## config.mk

```make
export PLATFORM = sky130hd
export DESIGN_NAME = kts_ctrl
export DESIGN_NICKNAME = d
export VERILOG_FILES = /design/src/design/kts_pkg.sv /design/src/design/kts_ctrl.sv
export SDC_FILE = /design/constraint.sdc
export NUM_CORES = 1
export LEC_CHECK = 0
export ABC_AREA = 1
export BUFFER_PORTS_ARGS = -buffer_cell sky130_fd_sc_hd__clkbuf_2
export CAP_MARGIN = 30
export CORE_ASPECT_RATIO = 1.25
export CORE_MARGIN = 8
export CORE_UTILIZATION = 45
export CTS_BUF_LIST = sky130_fd_sc_hd__clkbuf_4
export DETAILED_ROUTE_END_ITERATION = 7
export PLACE_DENSITY = 0.71
export REMOVE_ABC_BUFFERS = 1
export SETUP_SLACK_MARGIN = 0.2
export SLEW_MARGIN = 20
export SYNTH_ARGS = -nofsm -noshare
export SYNTH_HDL_FRONTEND = slang
export SYNTH_SLANG_ARGS = --single-unit
export TNS_END_PERCENT = 10
```

## constraint.sdc

```tcl
create_clock -name aclk -period 1.7 [get_ports aclk]
set_input_delay 0.425 -clock aclk [delete_from_list [all_inputs] [get_ports aclk]]
set_output_delay 0.425 -clock aclk [all_outputs]
set_load 0.05 [all_outputs]
```

## src/design/kts_pkg.sv

```systemverilog
// Package for the keyframe track sampler: opcodes, status codes, command and status structs.
// No dependencies; used by kts_ctrl, kts_dpath and keyframe_track_sampler.
package kts_pkg;

    localparam logic [1:0] OP_INSERT = 2'd0;
    localparam logic [1:0] OP_SAMPLE = 2'd1;
    localparam logic [1:0] OP_CLEAR  = 2'd2;

    localparam logic [1:0] ST_OK    = 2'd0;
    localparam logic [1:0] ST_EMPTY = 2'd1;
    localparam logic [1:0] ST_FULL  = 2'd2;

    localparam int TDATA_IN_W  = 136;
    localparam int TDATA_OUT_W = 104;

    // controller -> datapath
    typedef struct packed {
        logic load;      // capture input beat, reset scan index
        logic scan_rd;   // read entry at scan index
        logic scan_adv;  // compare read time, advance index
        logic ins_wr;    // write input key at scan index (overwrite or new slot)
        logic sh_init;   // start shift at key_count
        logic sh_rd;     // read entry at shift index - 1
        logic sh_wr;     // write read entry at shift index, decrement
        logic cnt_inc;
        logic cnt_clr;
        logic lo_rd;     // read lower key
        logic lo_cap;    // capture lower key (the upper key is read by scan_rd)
        logic hi_cap;    // capture upper key, start division
        logic div_step;
        logic mul_step;  // axis multiply / accumulate steps
        logic res_edge;  // result = entry at read address (edge key)
        logic res_zero;
        logic res_lerp;
        logic [1:0] res_status;
        logic res_load;
    } kts_cmd_t;

    // datapath -> controller
    typedef struct packed {
        logic       empty;
        logic       full;
        logic       scan_end;   // scan index reached key_count
        logic       time_lt;    // read time < request
        logic       time_le;    // read time <= request
        logic       time_eq;
        logic       sh_done;    // shift index reached scan index
        logic       scan_zero;
        logic       div_done;
        logic       mul_done;
        logic       out_busy;   // result register still full
    } kts_stat_t;

endpackage

```

## src/design/kts_ctrl.sv

```systemverilog
// Controller of the keyframe track sampler: sequences scan, shift, divide and lerp.
// Depends on kts_pkg; commands kts_dpath.
module kts_ctrl (
    input  logic               aclk,
    input  logic               aresetn,
    input  logic               in_valid,
    output logic               in_ready,
    input  logic [1:0]         in_op,
    output kts_pkg::kts_cmd_t  cmd,
    input  kts_pkg::kts_stat_t stat
);
    import kts_pkg::*;

    typedef enum logic [13:0] {
        S_IDLE  = 14'b00000000000001,
        S_RD    = 14'b00000000000010,
        S_WAIT  = 14'b00000000000100,
        S_CMP   = 14'b00000000001000,
        S_SHRD  = 14'b00000000010000,
        S_SHWT  = 14'b00000000100000,
        S_SHWR  = 14'b00000001000000,
        S_LORD  = 14'b00000010000000,
        S_LOWT  = 14'b00000100000000,
        S_LOCAP = 14'b00001000000000,
        S_HICAP = 14'b00010000000000,
        S_DIV   = 14'b00100000000000,
        S_MUL   = 14'b01000000000000,
        S_EDGE  = 14'b10000000000000
    } state_t;

    state_t state_reg, state_next;
    logic   op_sample_reg, op_sample_next;

    assign in_ready = (state_reg == S_IDLE) && !stat.out_busy;

    always_comb begin
        state_next     = state_reg;
        op_sample_next = op_sample_reg;
        cmd            = '0;
        unique case (state_reg)
            S_IDLE: if (in_valid && in_ready) begin
                cmd.load       = 1'b1;
                op_sample_next = (in_op == OP_SAMPLE);
                case (in_op)
                    OP_INSERT: state_next = S_RD;
                    OP_SAMPLE: begin
                        if (stat.empty) begin
                            cmd.res_load = 1'b1; cmd.res_zero = 1'b1;
                            cmd.res_status = ST_EMPTY;
                        end else
                            state_next = S_RD;
                    end
                    OP_CLEAR: begin
                        cmd.cnt_clr = 1'b1; cmd.res_load = 1'b1; cmd.res_zero = 1'b1;
                    end
                    default: begin
                        cmd.res_load = 1'b1; cmd.res_zero = 1'b1;
                    end
                endcase
            end
            S_RD: begin
                if (stat.scan_end) begin
                    if (op_sample_reg) begin
                        // after last key: read last entry
                        cmd.lo_rd = 1'b1; state_next = S_EDGE;
                    end else if (stat.full) begin
                        cmd.res_load = 1'b1; cmd.res_zero = 1'b1;
                        cmd.res_status = ST_FULL; state_next = S_IDLE;
                    end else begin
                        cmd.ins_wr = 1'b1; cmd.cnt_inc = 1'b1;
                        cmd.res_load = 1'b1; cmd.res_zero = 1'b1; state_next = S_IDLE;
                    end
                end else begin
                    cmd.scan_rd = 1'b1; state_next = S_WAIT;
                end
            end
            S_WAIT: state_next = S_CMP;
            S_CMP: begin
                if (op_sample_reg) begin
                    if (stat.time_le) begin
                        cmd.scan_adv = 1'b1; state_next = S_RD;
                    end else if (stat.scan_zero) begin
                        cmd.res_edge = 1'b1; state_next = S_EDGE;
                    end else begin
                        cmd.lo_rd = 1'b1; state_next = S_LOWT;
                    end
                end else if (stat.time_lt) begin
                    cmd.scan_adv = 1'b1; state_next = S_RD;
                end else if (stat.time_eq) begin
                    cmd.ins_wr = 1'b1; cmd.res_load = 1'b1; cmd.res_zero = 1'b1;
                    state_next = S_IDLE;
                end else if (stat.full) begin
                    cmd.res_load = 1'b1; cmd.res_zero = 1'b1;
                    cmd.res_status = ST_FULL; state_next = S_IDLE;
                end else begin
                    cmd.sh_init = 1'b1; state_next = S_SHRD;
                end
            end
            S_SHRD: begin
                if (stat.sh_done) begin
                    cmd.ins_wr = 1'b1; cmd.cnt_inc = 1'b1;
                    cmd.res_load = 1'b1; cmd.res_zero = 1'b1; state_next = S_IDLE;
                end else begin
                    cmd.sh_rd = 1'b1; state_next = S_SHWT;
                end
            end
            // hold the read address so the entry below stays in the read register
            S_SHWT: begin
                cmd.sh_rd = 1'b1; state_next = S_SHWR;
            end
            S_SHWR: begin
                cmd.sh_wr = 1'b1; state_next = S_SHRD;
            end
            S_LOWT: begin
                cmd.lo_rd = 1'b1; state_next = S_LOCAP;
            end
            S_LOCAP: begin
                cmd.lo_cap = 1'b1; cmd.scan_rd = 1'b1; state_next = S_LORD;
            end
            S_LORD:  state_next = S_HICAP;
            S_HICAP: begin
                cmd.hi_cap = 1'b1; state_next = S_DIV;
            end
            S_DIV: begin
                if (stat.div_done)
                    state_next = S_MUL;
                else
                    cmd.div_step = 1'b1;
            end
            S_MUL: begin
                if (stat.mul_done) begin
                    cmd.res_load = 1'b1; cmd.res_lerp = 1'b1; state_next = S_IDLE;
                end else
                    cmd.mul_step = 1'b1;
            end
            S_EDGE: begin
                cmd.res_load = 1'b1;
                cmd.res_edge = 1'b1;
                state_next   = S_IDLE;
            end
            default: state_next = S_IDLE;
        endcase
    end

    always_ff @(posedge aclk) begin
        if (!aresetn) begin
            state_reg     <= S_IDLE;
            op_sample_reg <= 1'b0;
        end else begin
            state_reg     <= state_next;
            op_sample_reg <= op_sample_next;
        end
    end
endmodule

```

# == Word-level counts from Yosys, hierarchy flattened ==
# Index checks and enable logic that the tools add are counted.
# classes
n_eq_ne,21
n_mux,82
reduce_logical,6
# op_table
op,count
$pmux 14 s13,1
$mux 14,11
$mux 1,45
$pmux 14 s2,1
$mux 3,6
$eq 14x1->1 const B,1
$eq 14x10->1 const B,1
$eq 14x11->1 const B,1
$eq 14x12->1 const B,1
$eq 14x13->1 const B,1
$eq 14x14->1 const B,1
$eq 14x2->1 const B,1
$eq 14x3->1 const B,1
$eq 14x4->1 const B,1
$eq 14x5->1 const B,1
$eq 14x6->1 const B,1
$eq 14x7->1 const B,1
$eq 14x8->1 const B,1
$eq 14x9->1 const B,1
$pmux 1 s2,6
$mux 2,5
$mux 6,1
$pmux 1 s3,2
$pmux 1 s6,1
other kinds (14),16
# totals
ff_bits,15
output_inout_bits,21
wordCells,111

# == Logic depth before layout (Yosys ltp) ==
# depth
word_depth,5
depth_mapped,13

# == Worst setup path after synthesis ==
# Ideal clock, no wire load.
# synth_path
path_type,register -> output
startpoint,reg state_reg[11]
endpoint,out cmd[11] in the netlist's numbering
arrival_time_ps,2506
required_time_ps,1275
slack_ps,-1231
stages_incl_launch_ff,8
n_path_buf,0
cell_sequence,dfxtp_1 -> nor2_2 -> nand2_4 -> nor2_8 -> nand2_2 -> nor2_2 -> nand2_2 -> nor3_1
# synth_lines
element,line,source
start: declaration,kts_ctrl.sv:31,"state_t state_reg, state_next;"
start signal: assignment,kts_ctrl.sv:150,state_reg <= state_next;
end: declaration,kts_ctrl.sv:9,"output kts_pkg::kts_cmd_t cmd,"

==> results.sh <==
export IMPL_final_hold_violation_count=0
export IMPL_endpoint_kind="output port"
export IMPL_period_share=1.33
export IMPL_cts_htree_levels=1
export IMPL_synth_commonest_cells="nand2_1 (42), nor2_1 (35), inv_1 (34), nand3_1 (17), dfxtp_1 (15)"
export IMPL_diodes=0
export IMPL_worstMarginPinSlew_ns=0.356
export IMPL_clockBufferDepth=2
export IMPL_syn_avg_cell_area_um2=6.12
export IMPL_floorplan_io_pins=37
export IMPL_critical_path_reg2reg_startpoint="state_reg[7]"
export IMPL_post_drt_via_cell_ratio=5.46
export IMPL_timing_critical_path_from="state_reg[8]"
export IMPL_fp_dieH_um=74.0
export IMPL_syn_to_final_growth_pct=87.7
export IMPL_synth_warning_count=0
export IMPL_totalNegativeSetupSlack_ns=-9.22
export IMPL_clkTransAtPathRegs_ns=0.11
export IMPL_yosys_cell_count_top_type="nand2_1"
export IMPL_fin_skew_ns=0.00483
export IMPL_dieArea_um2=4620
export IMPL_timing_setup_critical_path_class="flop to output port"
export IMPL_rr_worst_depth=12
export IMPL_max_slew_margin_rel=0.761
export IMPL_worst_r2r_endpoint="state_reg[0]"
export IMPL_post_dp_hpwl_um=3310
export IMPL_max_vdd_ir_drop_v=0.00115
export IMPL_route_vias_total=1725
export IMPL_globalplace_congestion=0.874
export IMPL_synth_area_leaders="dfxtp_1 (25%), nand2_1 (13%), nor2_1 (11%), inv_1 (11%), nand3_1 (7.0%)"
export IMPL_maxCapViolCount=0
export IMPL_drc=0
export IMPL_synth_area_leader="dfxtp_1"
export IMPL_routedWlPerCell_um=18.5
export IMPL_violations="negative setup slack"
export IMPL_worstHoldPathType="primary input to flop"
export IMPL_post_route_hold_slack_ns=0.447
export IMPL_timing_final_max_slew_violations=0
export IMPL_finalSetupViolations=23
export IMPL_ys_async_sr_fraction=0
export IMPL_clock_tree_root_cell="clkbuf_4"
export IMPL_layout_filler_cells=122
export IMPL_initial_core_utilization=0.461
export IMPL_drt_pass1_iterations=4
export IMPL_antenna_found_initial=0
export IMPL_synth_enable_flop_cells=0
export IMPL_start_kind="flop"
export IMPL_die_width_um=62.4
export IMPL_global_route_usage_total=0.214
export IMPL_number_of_global_route_vias_before_repair=1812
export IMPL_std_cell_rows=21
export IMPL_pwr_density_cell_nw_per_um2=1150
export IMPL_r2r_slack_ns=-0.11
export IMPL_cts_sinks=15
export IMPL_antenna_violating_nets_post_route=0
export IMPL_clock_tree_from_tritoncts="built"
export IMPL_min_period_ns=2.26
export IMPL_drt_iter0_markers=108
export IMPL_synth_area_um2=1210
export IMPL_post_synth_top_area_fraction=0.248
export IMPL_routed_wl_um=5860
export IMPL_postLayoutSetupSlackWorst_ns=-0.564
export IMPL_postSynth_topFlopCell="dfxtp_1"
export IMPL_timing_endpoint_of_the_critical_path="cmd[14]"
export IMPL_rsz0062_at_grt="yes"
export IMPL_grt_first_pass_wirelength_um=7960
export IMPL_critPathMaxFanout=3
export IMPL_layout_nets=299
export IMPL_post_route_util=0.865
export IMPL_fmax_ghz=0.442
export IMPL_postSynthRegisterBits=15
export IMPL_numPortBuffers=36
export IMPL_clkLatencyLatePin_ns=0.31
export IMPL_critPathArrivalTime_ns=1.84
export IMPL_post_synth_inst_count=198
export IMPL_largest_register_ff_count=14
export IMPL_grt_max_degree=11
export IMPL_cts_buffers=3
export IMPL_synth_lib_cells_used_distinct=28
export IMPL_synth_seq_area_share=0.248
export IMPL_grt_ovf=0
export IMPL_status="finished with violations"
export IMPL_fp_coreArea_um2=2630
export IMPL_static_leakage_power_uw=0.00124
export IMPL_drive_above_1_share=0.564
export IMPL_required_time_at_the_worst_slack_endpoint_ns=1.27
[critical path, stage by stage (launching register included)]
cell     delay [ns]
dfxtp_2        0.36
nor2_4         0.14
nand2_4        0.09
inv_2          0.07
nand2_2        0.07
nor3_4         0.23
inv_1          0.10
o21ai_1        0.18
buf_4          0.16
buf_12         0.13
[cell families after synthesis]
kind of cell / count (synthesis) / share of synthesized area
simple gates: 128 / 0.539
buf+inv: 41 / 0.129
flops: 15 / 0.248
compound gates: 14 / 0.0837
[what timing repair did]
item	in CTS	in global routing
hold buffers	0	0
pin swaps	7	12
resized for setup	41	31
setup buffers	1	4
endpoints found under the setup margin	34	35
[where the power goes]
part / switching [uW] / internal, uW
sequential: 53.8 / 406
combinational: 1150 / 772
clock: 144 / 88.1
total: 1350 / 1270
[worst min path at each step]
stage / start / to / slack [ns] / depth (start not counted)
2_1_floorplan: state_reg[0] / state_reg[0] / 0.50 / 2
3_3_place_gp: state_reg[2] / state_reg[3] / 0.61 / 4
3_5_place_dp: op_sample_reg / state_reg[13] / 0.62 / 4
4_1_cts: stat[4] / state_reg[5] / 0.43 / 4
5_1_grt: in_op[1] / state_reg[12] / 0.46 / 4
6_report: stat[4] / state_reg[5] / 0.45 / 4
[per-stage QoR]
step | worst slack [ns] | instances | total power (uW) | instance area [um2]
after CTS | -0.474 | 312 | 2310 | 2150
after detailed placement | -0.237 | 307 | 1990 | 1980
final | -0.564 | 316 | 2610 | 2270
after floorplan | -1.23 | 197 | 1290 | 1210
after global placement | -0.165 | 307 | 1960 | 1980
after global routing | -0.647 | 316 | 2730 | 2270
[area by class of cell]
cell class / instances / area (um2) / share of cell area
Multi-Input combinational cell: 142 / 921 / 0.405
Clock inverter: 1 / 5.00 / 0.00220
Tap cell: 34 / 42.5 / 0.0187
Timing Repair Buffer: 81 / 812 / 0.357
Clock buffer: 3 / 22.5 / 0.00991
Inverter: 40 / 158 / 0.0693
Sequential cell: 15 / 313 / 0.138
[placed cells by master, fill, tap and decap left out, types with 2 or more instances in the layout]
master	netlist	layout
nor2_4	4	12
dfxtp_1	15	5
nor2_2	6	7
buf_8	0	3
nand3_1	17	14
inv_2	5	8
inv_4	1	3
a21oi_1	2	2
inv_1	34	29
clkbuf_2	0	15
buf_12	0	17
nand4_1	4	4
nand2_2	7	11
nor2_8	2	2
nand3_2	0	3
o21ai_0	5	3
nand2_1	42	34
nor3_1	4	2
dfxtp_2	0	10
nor2_1	35	26
buf_4	0	45
clkbuf_4	0	3
nand2_4	3	7
nor3_2	1	2
o21ai_1	1	3
[per-layer routing]
| layer | global-route usage | up-vias | part of all wire |
|---|---|---|---|
| met2 | 0.400 | 103 | 0.51 |
| met5 | 0 | - | 0 |
| met3 | 0.0617 | 38 | 0.081 |
| met1 | 0.191 | 804 | 0.35 |
| li1 | - | 780 | - |
| met4 | 0.173 | 0 | 0.063 |
Note: power is estimated with default switching activity, not from simulation.
